<file path="src/sgf_pkg.sv">
// shared types, codes and fixed-point helpers for the space group 67 structure factor block
package sgf_pkg;

	localparam int SUM_W  = 32;
	localparam int COS_W  = 16;
	localparam int TERM_W = 22;
	localparam int PROD_W = 48;
	localparam int CFG_W  = 16;
	localparam int CIDX_W = 2;

	localparam logic [CIDX_W-1:0] REG_SETTING = 2'd0;
	localparam logic [CIDX_W-1:0] REG_ATOM_X  = 2'd1;
	localparam logic [CIDX_W-1:0] REG_ATOM_Y  = 2'd2;
	localparam logic [CIDX_W-1:0] REG_ATOM_Z  = 2'd3;

	localparam logic [2:0] SET_STANDARD = 3'd0;
	localparam logic [2:0] SET_BA_C     = 3'd1;
	localparam logic [2:0] SET_CAB      = 3'd2;
	localparam logic [2:0] SET_MCBA     = 3'd3;
	localparam logic [2:0] SET_BCA      = 3'd4;
	localparam logic [2:0] SET_A_CB     = 3'd5;

	localparam logic [1:0] AXIS_X = 2'd0;
	localparam logic [1:0] AXIS_Y = 2'd1;
	localparam logic [1:0] AXIS_Z = 2'd2;

	localparam logic [63:0] HALF_PI_Q62 = 64'h6487ED5110B4611A;
	localparam logic [63:0] ONE_Q62     = 64'h4000000000000000;

	typedef struct packed {
		logic       ok;
		logic [1:0] a;
		logic [1:0] b;
		logic [1:0] c;
		logic [1:0] p;
	} plan_t;

	typedef struct packed {
		logic en_s2;
		logic en_s3;
	} lane_ctl_t;

	typedef struct packed {
		logic en_s4;
		logic en_s5;
		logic en_s6;
	} term_ctl_t;

	// axis roles per setting: a, b (+a/4), c (-a/4), parity partner of a
	function automatic plan_t axis_plan(input logic [2:0] setting);
		plan_t pl;
		pl = '{ok: 1'b0, a: AXIS_X, b: AXIS_Y, c: AXIS_Z, p: AXIS_Y};
		case (setting)
			SET_STANDARD: pl = '{ok: 1'b1, a: AXIS_X, b: AXIS_Y, c: AXIS_Z, p: AXIS_Y};
			SET_BA_C:     pl = '{ok: 1'b1, a: AXIS_Y, b: AXIS_X, c: AXIS_Z, p: AXIS_X};
			SET_CAB:      pl = '{ok: 1'b1, a: AXIS_Y, b: AXIS_Z, c: AXIS_X, p: AXIS_Z};
			SET_MCBA:     pl = '{ok: 1'b1, a: AXIS_Z, b: AXIS_X, c: AXIS_Y, p: AXIS_Y};
			SET_BCA:      pl = '{ok: 1'b1, a: AXIS_Z, b: AXIS_X, c: AXIS_Y, p: AXIS_X};
			SET_A_CB:     pl = '{ok: 1'b1, a: AXIS_X, b: AXIS_Z, c: AXIS_Y, p: AXIS_Z};
			default:      pl.ok = 1'b0;
		endcase
		return pl;
	endfunction

	// q62 fixed-point multiply, elaboration use only
	function automatic logic [63:0] mul_q62(input logic [63:0] a, input logic [63:0] b);
		logic [127:0] full;
		full = 128'(a) * 128'(b);
		return full[125:62];
	endfunction

endpackage

</file>
<file path="src/sgf_term.sv">
// triple cosine product and rounding to a q2.20 term
module sgf_term (
	input  logic                              clk,
	input  sgf_pkg::term_ctl_t                ctl,
	input  logic signed [sgf_pkg::COS_W-1:0]  cos_a_s3,
	input  logic signed [sgf_pkg::COS_W-1:0]  cos_b_s3,
	input  logic signed [sgf_pkg::COS_W-1:0]  cos_c_s3,
	input  logic                              live_s5,
	output logic signed [sgf_pkg::TERM_W-1:0] term_s6
);

	localparam int PW = sgf_pkg::PROD_W;

	logic signed [2*sgf_pkg::COS_W-1:0] p12_s4;
	logic signed [sgf_pkg::COS_W-1:0]   c3_s4;
	logic signed [PW-1:0]               p_s5;
	logic [PW-1:0]                      mag;
	logic [PW-1:0]                      rnd;
	logic signed [sgf_pkg::TERM_W-1:0]  rmag;

	always_comb begin
		mag  = p_s5[PW-1] ? PW'(-p_s5) : PW'(p_s5);
		rnd  = (mag + (PW'(1) << 24)) >> 25;
		rmag = $signed(rnd[sgf_pkg::TERM_W-1:0]);
	end

	always_ff @(posedge clk) begin
		if (ctl.en_s4) begin
			p12_s4 <= cos_a_s3 * cos_b_s3;
			c3_s4  <= cos_c_s3;
		end
		if (ctl.en_s5)
			p_s5 <= p12_s4 * c3_s4;
		if (ctl.en_s6) begin
			if (!live_s5)
				term_s6 <= '0;
			else if (p_s5[PW-1])
				term_s6 <= -rmag;
			else
				term_s6 <= rmag;
		end
	end

endmodule

</file>
<file path="config.mk">
export PLATFORM = sky130hd
export DESIGN_NAME = sgf_term
export DESIGN_NICKNAME = d
export VERILOG_FILES = /design/src/sgf_pkg.sv /design/src/sgf_term.sv
export SDC_FILE = /design/constraint.sdc
export NUM_CORES = 2
export LEC_CHECK = 0
export BUFFER_PORTS_ARGS = -buffer_cell sky130_fd_sc_hd__buf_2
export CAP_MARGIN = 40
export CORE_MARGIN = 3
export CORE_UTILIZATION = 64
export DETAILED_ROUTE_END_ITERATION = 6
export PLACE_DENSITY = 0.79
export SKIP_LAST_GASP = 1
export SYNTH_ARGS = -nofsm -noshare
export SYNTH_HDL_FRONTEND = slang
export SYNTH_SLANG_ARGS = --single-unit
export TNS_END_PERCENT = 10
</file>
<file path="constraint.sdc">
create_clock -name clk -period 10.52 [get_ports clk]
set_input_delay 3.156 -clock clk [delete_from_list [all_inputs] [get_ports clk]]
set_output_delay 3.156 -clock clk [all_outputs]
set_load 0.1 [all_outputs]
</file>
# Word level (Yosys, flattened, before mapping)
# Cells that the tools add are included.
[word_totals]
reg_bits = 118
inputBits = 53
out_inout_bits = 22
wordCells = 11
[op_classes]
add_sub_neg = 3
multipliers = 2
muxes = 2
[ops]
columns = ["operator", "n"]
rows = [
  ["32-bit by 16-bit multiplier with 48-bit output", 1],
  ["47-bit by 25-bit adder with 47-bit output, second input constant", 1],
  ["47-bit two-way mux", 1],
  ["47-bit negation", 1],
  ["16-bit by 16-bit multiplier with 32-bit output", 1],
  ["22-bit two-way mux", 1],
  ["22-bit negation", 1],
]

# Longest topological paths before layout
[logic_depth]
depth_word = 5
depth_mapped = 26
mapped_depth_nobuf = 25

# Worst setup path before layout
# Ideal clock, no wire load.
[synth_timing]
path_kind = "input -> register"
from = "input cos_a_s3[10] (netlist bit)"
to = "register p12_s4[30] (netlist bit), data pin"
setup_time_ns = 0.258
arrival_ns = 8.773
required_time_ns = 10.262
setup_slack_ns = 1.489
stages = 22
path_buffers = 1
cell_sequence = "clkbuf_1 nand2_1 fa_1 inv_1 fa_1 inv_1 fa_1 fa_1 fa_1 fa_1 inv_1 ha_1 a21o_1 a21oi_1 o21ai_0 a41oi_1 a31oi_1 and3_1 o41ai_1 o2111ai_1 a21oi_1 xnor2_1"
[synth_via]
elab_chain_len = 1
[synth_lines]
columns = ["item", "line", "rtl"]
rows = [
  ["start, declared", "sgf_term.sv:5", "input logic signed [sgf_pkg::COS_W-1:0] cos_a_s3,"],
  ["16-bit by 16-bit multiplier with 32-bit output", "sgf_term.sv:29", "p12_s4 <= cos_a_s3 * cos_b_s3;"],
  ["end signal, assigned", "sgf_term.sv:29", ""],
  ["end, declared", "sgf_term.sv:14", "logic signed [2*sgf_pkg::COS_W-1:0] p12_s4;"],
]
# No other way between the ends.
# A chain may end at the register's enable or synchronous reset.

# Worst setup path in the final report
[layout_timing]
from = "input cos_a_s3[9] (netlist bit)"
to = "register p12_s4[30] (netlist bit), data pin"
# The elaborated chain is that of the path after synthesis.

==> flow_summary.yaml <==
clocking:
  cts_made_buffers: 17
  insertion_delay_ns: 0.47
  cts_hold_buf: 0
  post-cts-setup-buffers: 0
  cts_buffer_depth: 2
  cts_resized: 0
  htreeDepth: 4
  clockRootBuffer: "clkbuf_16"
  cts_tree: "yes"
  path_clk_slew_ns: 0.06
  clock_sinks: 118
synthesis:
  synth_top_family_by_area: "adder cells"
  syn_inst: 3627
  async_flop_share_pct: 0
  synth_nets: 4626
  synthTopCellsByArea: "fa_1 45%, edfxtp_1 11%, inv_1 9.9%"
  ys_ff_latch: 118
  syn_area_per_cell_um2: 9.23
  synthXorXnorAreaFrac_pct: 3.52
  synthMuxAreaShare_pct: 0.303
  ys_seq_area_share_pct: 10.6
  syn_area_mm2: 0.0335
  synth_top_area_cell: "fa_1"
  synthSimpleGateAreaFrac_pct: 15.9
  synthDistinctLibCells: 83
  synth_edf_count: 118
  yosys_most_used_dff: "edfxtp_1"
  synth_fa_ha_area_share_pct: 52.2
  synth_warnings: 0
  synth_top_area_share_pct: 44.7
  synth_compound_area_share_pct: 5.98
hold_path:
  holdCritPathClass: "reg2reg"
grt:
  grt_pass1_vias: 26400
  antenna_found_initial: 1
  grt_pass1_wl_um: 132000
  grt_overflow: 0
  grt_usage_pct: 29.6
  grt_start_max_net_pins: 52
detailed_routing:
  drc: 0
  ant_nets: 0
  vias_per_cell: 5.59
  wire_per_inst_um: 18.0
  route.vias.total: 24000
  dr.pass1.iters: 6
  first_iter_violations: 1609
  finalWirelength_um: 77400
worst_setup_path:
  r2r-end: "p_s5[41]"
  cp_max_fo: 16
  worstPathRequired_ns: 10.73
  worstSetupStartpointType: "input port"
  crit_arrival_ns: 9.42
  r2r_slack_ns: 2.04
  cp-endpoint: "p12_s4[30]"
  reg2reg_from: "c3_s4[8]"
  critPathKind: "in2reg"
  crit_start: "cos_a_s3[9]"
  r2r_cells: 24
  cp-end-kind: "register"
die:
  die_width_um: 235
  die-area_mm2: 0.0551
  chipHeight_um: 235
  floorplan.initialDensity_pct: 65.0
  ios: 75
  core_mm2: 0.0515
  rows: 83
layout:
  nNetsFinal: 4597
  design_area_mm2: 0.0349
  drive_above_1_share_pct: 4.21
  final_common_cell: "inv_1"
  syn2layout_area_growth_pct: 4.40
  fillers: 4069
  fin_util_pct: 67.8
  num_antenna_cells: 0
  layout_common_cells: "881 x inv_1, 748 x fa_1, 494 x nand2_1"
  finalNonFillerCells: 4291
placement:
  place_area_mm2: 0.0344
  dp_hpwl_um: 61400
  dp.cells: 4259
  numPortBuffers: 74
  place_congestion: 0.932
sta:
  fin_crit_sh_pct: 87.5
  worst_slew_pin_slew_ns: 0.869
  hold_viol: 0
  setup_viol: 0
  maxSlewHeadroom_pct: 41.3
  fin_worst_skew_ns: 0.0146
  drv_slew: 0
  fin_crit_ns: 9.20
  max_freq_ghz: 0.109
  rsz0062_at_grt: "false"
  fin_setup_tns_ns: 0
run_status:
  status: "finished clean"
job:
  drv_cap: 0
area by class of cell:
class	count	area [um2]	area share [%]
clock buffer	17	425	1.22
timing repair buffer	98	601	1.72
tap	680	851	2.43
clock inverter	15	156	0.448
multi-input combinational	2480	26100	74.6
sequential	118	3540	10.1
inverter	883	3310	9.49
registers in the layout, summed over array words and instances, names as in the netlist:
| name | count |
|---|---|
| p12_s4 | 32 |
| p_s5 | 48 |
| c3_s4 | 16 |
| term_s6 | 22 |
metal layers:
metal	GRT usage, %	wire length, um
met1	38.5	30500
met2	50.0	38300
met3	5.35	5870
met4	10.9	2640
met5	0	13
Yosys cell counts (21+ instances only):
library cell	count
ha_1	198
clkbuf_1	138
xor2_1	34
and2_1	304
fa_1	748
a21o_1	36
nor2_1	114
nand3_1	32
inv_1	881
nor3_1	21
xnor2_1	98
nand2b_1	29
nand2_1	494
o21ai_0	58
a21oi_1	82
edfxtp_1	118
logic make-up (layout without fill, tap and decap cells):
family,after synthesis,in the layout
flops,118,118
buf+inv,1029,1013
simple gates,1090,1090
xor+xnor,133,133
compound gates,300,300
fa+ha+maj,947,947
mux,10,10
how the worst min path moves through the flow:
stage / end / from / cells after the start
6_report: term_s6[21] / p_s5[46] / 3
5_1_grt: term_s6[21] / p_s5[46] / 3
4_1_cts: term_s6[21] / p_s5[46] / 3
3_5_place_dp: term_s6[21] / p_s5[46] / 3
3_3_place_gp: term_s6[21] / p_s5[46] / 3
2_1_floorplan: p_s5[0] / c3_s4[0] / 1
through the flow:
stage	setup WS (ns)	hold WS [ns]
global placement	0.920	0.738
finish	1.32	0.759
detailed placement	0.864	0.753
floorplan	1.49	0.585
global route	0.873	0.791
CTS	1.35	0.754
critical path, stage by stage:
cell and delay [ns]:
buf_2 0.30, nand2_1 0.13, fa_1 0.53, inv_1 0.06, fa_1 0.53, inv_1 0.05, fa_1 0.48, fa_1 0.57
fa_1 0.43, fa_1 0.49, inv_1 0.04, ha_1 0.32, a21o_1 0.17, a21oi_1 0.23, o21ai_0 0.12, a41oi_1 0.33
a31oi_1 0.20, and3_1 0.24, o41ai_1 0.52, o2111ai_1 0.21, a21oi_1 0.20, xnor2_1 0.08
Power is not shown: default switching activity piles up to over one toggle a cycle in this logic, so the estimate is an artifact.
