[src/sgf_pkg.sv]
// shared types, codes and fixed-point helpers for the space group 67 structure factor block
package sgf_pkg;

	localparam int SUM_W  = 32;
	localparam int COS_W  = 16;
	localparam int TERM_W = 22;
	localparam int PROD_W = 48;
	localparam int CFG_W  = 16;
	localparam int CIDX_W = 2;

	localparam logic [CIDX_W-1:0] REG_SETTING = 2'd0;
	localparam logic [CIDX_W-1:0] REG_ATOM_X  = 2'd1;
	localparam logic [CIDX_W-1:0] REG_ATOM_Y  = 2'd2;
	localparam logic [CIDX_W-1:0] REG_ATOM_Z  = 2'd3;

	localparam logic [2:0] SET_STANDARD = 3'd0;
	localparam logic [2:0] SET_BA_C     = 3'd1;
	localparam logic [2:0] SET_CAB      = 3'd2;
	localparam logic [2:0] SET_MCBA     = 3'd3;
	localparam logic [2:0] SET_BCA      = 3'd4;
	localparam logic [2:0] SET_A_CB     = 3'd5;

	localparam logic [1:0] AXIS_X = 2'd0;
	localparam logic [1:0] AXIS_Y = 2'd1;
	localparam logic [1:0] AXIS_Z = 2'd2;

	localparam logic [63:0] HALF_PI_Q62 = 64'h6487ED5110B4611A;
	localparam logic [63:0] ONE_Q62     = 64'h4000000000000000;

	typedef struct packed {
		logic       ok;
		logic [1:0] a;
		logic [1:0] b;
		logic [1:0] c;
		logic [1:0] p;
	} plan_t;

	typedef struct packed {
		logic en_s2;
		logic en_s3;
	} lane_ctl_t;

	typedef struct packed {
		logic en_s4;
		logic en_s5;
		logic en_s6;
	} term_ctl_t;

	// axis roles per setting: a, b (+a/4), c (-a/4), parity partner of a
	function automatic plan_t axis_plan(input logic [2:0] setting);
		plan_t pl;
		pl = '{ok: 1'b0, a: AXIS_X, b: AXIS_Y, c: AXIS_Z, p: AXIS_Y};
		case (setting)
			SET_STANDARD: pl = '{ok: 1'b1, a: AXIS_X, b: AXIS_Y, c: AXIS_Z, p: AXIS_Y};
			SET_BA_C:     pl = '{ok: 1'b1, a: AXIS_Y, b: AXIS_X, c: AXIS_Z, p: AXIS_X};
			SET_CAB:      pl = '{ok: 1'b1, a: AXIS_Y, b: AXIS_Z, c: AXIS_X, p: AXIS_Z};
			SET_MCBA:     pl = '{ok: 1'b1, a: AXIS_Z, b: AXIS_X, c: AXIS_Y, p: AXIS_Y};
			SET_BCA:      pl = '{ok: 1'b1, a: AXIS_Z, b: AXIS_X, c: AXIS_Y, p: AXIS_X};
			SET_A_CB:     pl = '{ok: 1'b1, a: AXIS_X, b: AXIS_Z, c: AXIS_Y, p: AXIS_Z};
			default:      pl.ok = 1'b0;
		endcase
		return pl;
	endfunction

	// q62 fixed-point multiply, elaboration use only
	function automatic logic [63:0] mul_q62(input logic [63:0] a, input logic [63:0] b);
		logic [127:0] full;
		full = 128'(a) * 128'(b);
		return full[125:62];
	endfunction

endpackage

[src/sgf_phase.sv]
// axis routing and phase computation in turns, first pipeline stage
module sgf_phase #(
	parameter int INDEX_BITS = 8,
	parameter int COORD_BITS = 16
) (
	input  logic                         clk,
	input  logic                         en_s1,
	input  logic [2:0]                   setting,
	input  logic [INDEX_BITS-1:0]        ix_h,
	input  logic [INDEX_BITS-1:0]        ix_k,
	input  logic [INDEX_BITS-1:0]        ix_l,
	input  logic [COORD_BITS-1:0]        crd_x,
	input  logic [COORD_BITS-1:0]        crd_y,
	input  logic [COORD_BITS-1:0]        crd_z,
	output logic [COORD_BITS-1:0]        phase_a_s1,
	output logic [COORD_BITS-1:0]        phase_b_s1,
	output logic [COORD_BITS-1:0]        phase_c_s1,
	output logic                         live_s1
);

	localparam int PW = INDEX_BITS + COORD_BITS + 1;

	sgf_pkg::plan_t              pl;
	logic [INDEX_BITS-1:0]       ia, ib, ic, ip;
	logic [COORD_BITS-1:0]       ca, cb, cc;
	logic signed [PW-1:0]        pa, pb, pc;
	logic [COORD_BITS-1:0]       quarter;

	function automatic logic [INDEX_BITS-1:0] pick_ix(input logic [1:0] ax,
		input logic [INDEX_BITS-1:0] h, input logic [INDEX_BITS-1:0] k,
		input logic [INDEX_BITS-1:0] l);
		logic [INDEX_BITS-1:0] r;
		case (ax)
			sgf_pkg::AXIS_X: r = h;
			sgf_pkg::AXIS_Y: r = k;
			default:         r = l;
		endcase
		return r;
	endfunction

	function automatic logic [COORD_BITS-1:0] pick_crd(input logic [1:0] ax,
		input logic [COORD_BITS-1:0] x, input logic [COORD_BITS-1:0] y,
		input logic [COORD_BITS-1:0] z);
		logic [COORD_BITS-1:0] r;
		case (ax)
			sgf_pkg::AXIS_X: r = x;
			sgf_pkg::AXIS_Y: r = y;
			default:         r = z;
		endcase
		return r;
	endfunction

	always_comb begin
		pl = sgf_pkg::axis_plan(setting);
		ia = pick_ix(pl.a, ix_h, ix_k, ix_l);
		ib = pick_ix(pl.b, ix_h, ix_k, ix_l);
		ic = pick_ix(pl.c, ix_h, ix_k, ix_l);
		ip = pick_ix(pl.p, ix_h, ix_k, ix_l);
		ca = pick_crd(pl.a, crd_x, crd_y, crd_z);
		cb = pick_crd(pl.b, crd_x, crd_y, crd_z);
		cc = pick_crd(pl.c, crd_x, crd_y, crd_z);
		pa = PW'($signed(ia) * $signed({1'b0, ca}));
		pb = PW'($signed(ib) * $signed({1'b0, cb}));
		pc = PW'($signed(ic) * $signed({1'b0, cc}));
		// index times a quarter turn keeps only its two low bits
		quarter = {ia[1:0], {(COORD_BITS-2){1'b0}}};
	end

	always_ff @(posedge clk) begin
		if (en_s1) begin
			phase_a_s1 <= pa[COORD_BITS-1:0];
			phase_b_s1 <= pb[COORD_BITS-1:0] + quarter;
			phase_c_s1 <= pc[COORD_BITS-1:0] - quarter;
			live_s1    <= pl.ok && !(ia[0] ^ ip[0]);
		end
	end

endmodule

[config.mk]
export PLATFORM = sky130hd
export DESIGN_NAME = sgf_phase
export DESIGN_NICKNAME = d
export VERILOG_FILES = /design/src/sgf_pkg.sv /design/src/sgf_phase.sv
export SDC_FILE = /design/constraint.sdc
export NUM_CORES = 1
export LEC_CHECK = 0
export BUFFER_PORTS_ARGS = -buffer_cell sky130_fd_sc_hd__buf_2
export CAP_MARGIN = 20
export CORE_ASPECT_RATIO = 0.75
export CORE_MARGIN = 3
export CORE_UTILIZATION = 57
export CTS_BUF_LIST = sky130_fd_sc_hd__clkbuf_8
export DETAILED_ROUTE_END_ITERATION = 12
export HOLD_SLACK_MARGIN = 0.15
export PLACE_DENSITY = 0.8
export SYNTH_ARGS = -nofsm -noshare
export SYNTH_HDL_FRONTEND = slang
export SYNTH_SLANG_ARGS = --single-unit
[constraint.sdc]
create_clock -name clk -period 7.75 [get_ports clk]
set_input_delay 0.775 -clock clk [delete_from_list [all_inputs] [get_ports clk]]
set_output_delay 0.775 -clock clk [all_outputs]
set_load 0.01 [all_outputs]
# Word level (Yosys, flattened, before mapping)

Index checks and enable logic that the tools add are counted.
W data, S select, Z words.

Output and inout port bits: 49
Input port bits: 77
Word-level logic and storage cells: 36
Register bits: 49

Multipliers: 3
Reductions and logical operators: 8
Equality and inequality tests: 9
Add/subtract/negate cells: 2
Multiplexer cells: 9
Bitwise operators: 1

Operators by type and width:

| kind                 | number |
|---|---|
| $pmux W16 S2         | 3 |
| $mul A8 B17 Y16      | 3 |
| $pmux W8 S2          | 3 |
| $pmux W8 S5          | 1 |
| $add A16 B16 Y16     | 1 |
| $sub A16 B16 Y16     | 1 |
| $eq A2 B1 Y1 const B | 4 |
| $logic_not A2 Y1     | 4 |
| $eq A3 B2 Y1 const B | 2 |
| $eq A3 B3 Y1 const B | 2 |
| $reduce_or A6 Y1     | 1 |
| $eq A3 B1 Y1 const B | 1 |
| $logic_not A3 Y1     | 1 |
| $pmux W1 S2          | 1 |
| $logic_and A1 B1 Y1  | 1 |
| $logic_not A1 Y1     | 1 |
| $mux W1              | 1 |
| $xor A1 B1 Y1        | 1 |

# Depth between registers and ports, before layout

Word-level depth: 7
Depth in mapped cells: 31
Gate-level depth less buffers: 26

# Worst setup path before layout

Ideal clock, no wire load.

Kind: input port to flip-flop
Start: in setting[1]
End: reg phase_c_s1[15] (data pin)
Required time: 7492 ps
Path buffers: 5
Slack: 484 ps
Stages on the path: 29
Setup time: 258 ps
Data arrival time: 7008 ps
Cells stage by stage: buf_4 > inv_1 > ha_1 > buf_4 > inv_1 > buf_2 > buf_2 > a21oi_1 > a311o_1 > clkbuf_1 > or2_2 > fa_1 > inv_1 > fa_1 > inv_1 > fa_1 > fa_1 > inv_1 > ha_1 > ha_1 > fa_1 > a21o_1 > a21oi_1 > o21bai_1 > a21oi_1 > o21ai_0 > a21o_1 > a21oi_1 > xnor2_1

Word-level cells in the longest chain between the ends: 6
Elaborated cells between the ends (all ways): 15
Those cells by class: add/sub (1); mul (1); eq/ne (7); mux (4); reduce/logical (2)

Ends and longest elaborated chain:

| what                                                    | line                             | RTL |
|---|---|---|
| from (decl)                                             | sgf_phase.sv:8                   | `input logic [2:0] setting,` |
| $eq A3 B3 Y1, or another cell as far along              | sgf_pkg.sv:53                    | `case (setting)` |
| $pmux W8 S5 (*)                                         | sgf_pkg.sv:53                    |  |
| $eq A2 B1 Y1 / $logic_not A2 Y1 (equally long branches) | sgf_phase.sv:33, sgf_phase.sv:45 |  |
| $pmux W8 S2 / $pmux W16 S2 (equally long branches)      | sgf_phase.sv:33, sgf_phase.sv:45 |  |
| $mul A8 B17 Y16                                         | sgf_phase.sv:64                  | `pc = PW'($signed(ic) * $signed({1'b0, cc}));` |
| $sub A16 B16 Y16 (*)                                    | sgf_phase.sv:73                  | `phase_c_s1 <= pc[COORD_BITS-1:0] - quarter;` |
| to (signal assigned)                                    | sgf_phase.sv:73                  |  |
| to (decl)                                               | sgf_phase.sv:17                  | `output logic [COORD_BITS-1:0] phase_c_s1,` |

Mark *: on every way between the ends. The rest lies on a longest branch, timed or not.
A chain may end at the register's enable or synchronous reset.

# Worst setup path in the final report

Start: in setting[0]
End: reg phase_a_s1[14] (data pin)

Word-level cells in the longest chain between the ends: 5
Elaborated cells between the ends (all ways): 11
Those cells by class: mul (1); eq/ne (6); mux (3); reduce/logical (1)

Ends and longest elaborated chain:

| what                                                    | line                             | RTL |
|---|---|---|
| $eq A3 B3 Y1, or another cell as far along              | sgf_pkg.sv:53                    |  |
| $pmux W8 S5 (*)                                         | sgf_pkg.sv:53                    |  |
| $eq A2 B1 Y1 / $logic_not A2 Y1 (equally long branches) | sgf_phase.sv:33, sgf_phase.sv:45 |  |
| $pmux W8 S2 / $pmux W16 S2 (equally long branches)      | sgf_phase.sv:33, sgf_phase.sv:45 |  |
| $mul A8 B17 Y16 (*)                                     | sgf_phase.sv:62                  | `pa = PW'($signed(ia) * $signed({1'b0, ca}));` |
| net pa[14]                                              | sgf_phase.sv:26                  | `logic signed [PW-1:0] pa, pb, pc;` |
| to (signal assigned)                                    | sgf_phase.sv:71                  | `phase_a_s1 <= pa[COORD_BITS-1:0];` |
| to (decl)                                               | sgf_phase.sv:15                  | `output logic [COORD_BITS-1:0] phase_a_s1,` |

The timed path passes the listed nets; every way through them passes the cells marked *.

==> reports/qor.yml <==
netlist_top_cells_count: "290 x inv_1, 233 x nor2_1, 189 x fa_1"
cts_buffers: 5
fp.dieW_um: 179
grt_pass1_vias: 11100
end_kind: "register"
met3_length_mm: 3.58
slowest_delay_ns: 0.78
top_layer: "met4"
drc: 0
grt_usage_pct: 31.9
clk_pin_slew_worst_paths_ns: 0.12
cts_sinks: 49
syn_area_per_cell_um2: 8.50
dr.pass1.iters: 6
grt_pass1_wl_mm: 60.1
root_buffer: "clkbuf_8"
area_delta_synth_final_pct: 10.4
ys_types: 74
setup_violations: 0
drive_gt1_share_pct: 18.2
drv_cap: 0
core_um2: 21500
yosys.area.top_type: "fa_1"
min_from: "crd_x[0]"
fmax_ghz: 0.138
dp_hpwl_mm: 31.5
route.met2.wl_mm: 16.2
cts_resized: 0
post-synth-top-count-cell: "inv_1"
holdBufCountCts: 0
finalCriticalPeriod_ns: 7.27
die_h_um: 135
clock_path_buffers: 2
cp_slowest_cell: "or4b_1"
wl_mm: 37.4
status: "finished clean"
path_class: "in -> reg"
synth_cells: 1500
ys_seq_area_share_pct: 11.5
worst-path-buf-inv: 6
ys_ff_latch: 49
rsz0062_at_grt: "no"
async_flop_share_pct: 0
met1Wirelength_mm: 16.8
grt_max_degree: 50
syn-cell-area_um2: 12700
vias: 11200
worst_pin_slew_ns: 1.01
maxSlewViolCount: 0
vias_per_cell: 5.77
fin_crit_sh_pct: 93.8
fin_tns_setup_ns: 0
initial_utilization_pct: 59.2
cp_num_cells: 24
htreeDepth: 2
routabilityCongestion: 0.993
port_buffers: 125
timing.critical_path.from: "setting[0]"
cp_data_required_time_ns: 7.90
globalRoute.totalOverflow: 0
maxSlewHeadroom_pct: 31.6
hold_viol: 0
rows: 46
critPathArrivalTime_ns: 7.42
ant_nets: 0
synth_ff_type: "edfxtp_1"
synth_top_area_share_pct: 29.7
cts_setup_buffers: 0
syn_nets: 1870
start_kind: "input port"
synth_edf_count: 49
yosys-top-cells-area: "fa_1 30%, edfxtp_1 12%, ha_1 10%, inv_1 8.5%, nor2_1 6.9%"
path_delay_family: "compound AO/OA/AOI/OAI gates"
whs_path_depth: 3
cp_max_fo: 17
fin_nets: 2014
path_cells: "buf_2 > buf_4 > buf_4 > or4b_1 > o32a_1 > o21ai_0 > o21bai_1 > buf_4 > nor2_1 > ha_1 > fa_1 > inv_1 > fa_1 > fa_1 > inv_1 > ha_1 > nor2b_1 > o21ai_0 > a21boi_0 > o21ai_0 > a21boi_0 > o21a_1 > o21a_1 > o311ai_0"
drtIter0Drc: 1170
antenna_found_initial: 1
pin_count: 126
fp.dieArea_um2: 24200
avgRoutedWirePerCell_um: 19.3
hold_path.class: "in -> reg"
cts_tree: "built"
ys_warn_count: 0
==> path summary, 6_finish.rpt <==
check	slack, ns	to
worst min-delay path	1.07	phase_a_s1[0]$_DFFE_PP_
worst max-delay path	0.48	phase_a_s1[14]$_DFFE_PP_
==> layer usage <==
| layer | global-route usage (%) | up-vias |
|---|---|---|
| li1 | - | 5124 |
| met1 | 48.3 | 5388 |
| met2 | 48.7 | 579 |
| met3 | 5.27 | 62 |
| met4 | 6.44 | 0 |
| met5 | 0.208 | - |
==> worst min-delay path, stage by stage <==
cell and delay [ns]:
buf_2 0.12, a21oi_1 0.22, nor2_1 0.16
==> per-stage QoR <==
step	std cells	worst slack [ns]	utilization [%]	hold slack [ns]	cell area, µm²
after floorplan	1500	0.484	-	0.887	12700
after global placement	1925	0.434	64.9	1.18	14000
after detailed placement	1925	0.255	64.9	1.19	14000
after CTS	1933	0.603	65.3	1.03	14100
after global routing	1934	0.151	65.4	1.09	14100
final	1934	0.477	65.4	1.07	14100
==> flip-flops by register name, indices dropped and copies added, names as in the netlist <==
| signal | count |
|---|---|
| phase_a_s1 | 16 |
| phase_b_s1 | 16 |
| phase_c_s1 | 16 |
| live_s1 | 1 |
==> layout make-up <==
| cell class | instances | area, µm² |
|---|---|---|
| Multi-Input combinational cell | 1100 | 9860 |
| Fill cell | 1830 | 7460 |
| Sequential cell | 49 | 1470 |
| Timing Repair Buffer | 198 | 1190 |
| Inverter | 290 | 1090 |
| Tap cell | 288 | 360 |
| Clock buffer | 5 | 68.8 |
| Clock inverter | 3 | 28.8 |
| Antenna cell | 1 | 2.50 |
==> cell families (layout without fill, tap and decap cells) <==
| logic type | Yosys count | count (layout) | share of synthesized area (%) |
|---|---|---|---|
| XOR/XNOR | 61 | 61 | 4.73 |
| AO/OA/AOI/OAI | 267 | 267 | 14.6 |
| AND/OR/NAND/NOR | 474 | 474 | 17.7 |
| adder cells (fa/ha/maj) | 293 | 293 | 39.9 |
| flip-flops | 49 | 49 | 11.5 |
| buffers and inverters | 351 | 496 | 11.1 |
| other | 0 | 1 | 0 |
| multiplexers | 5 | 5 | 0.403 |
==> layout by cell type, fill, tap and decap left out, drive strengths merged, types with 6 or more instances in the layout <==
| cell | netlist | final |
|---|---|---|
| a2111oi | 7 | 7 |
| a211oi | 7 | 7 |
| a21boi | 6 | 6 |
| a21o | 11 | 11 |
| a21oi | 63 | 63 |
| a221oi | 6 | 6 |
| a311o | 9 | 9 |
| a311oi | 6 | 6 |
| and2 | 12 | 12 |
| buf | 33 | 198 |
| edfxtp | 49 | 49 |
| fa | 189 | 189 |
| ha | 104 | 104 |
| inv | 290 | 292 |
| nand2 | 58 | 58 |
| nand2b | 17 | 17 |
| nand3 | 7 | 7 |
| nor2 | 234 | 234 |
| nor2b | 15 | 15 |
| nor3 | 27 | 27 |
| nor3b | 9 | 9 |
| o211ai | 6 | 6 |
| o21ai | 57 | 57 |
| o21bai | 13 | 13 |
| o22a | 26 | 26 |
| o22ai | 15 | 15 |
| or2 | 74 | 74 |
| or3 | 6 | 6 |
| xnor2 | 43 | 43 |
| xor2 | 13 | 13 |
Power is left out: the tool's default activity adds up to more than one toggle a clock period on the data nets, which glitch-free logic cannot reach.
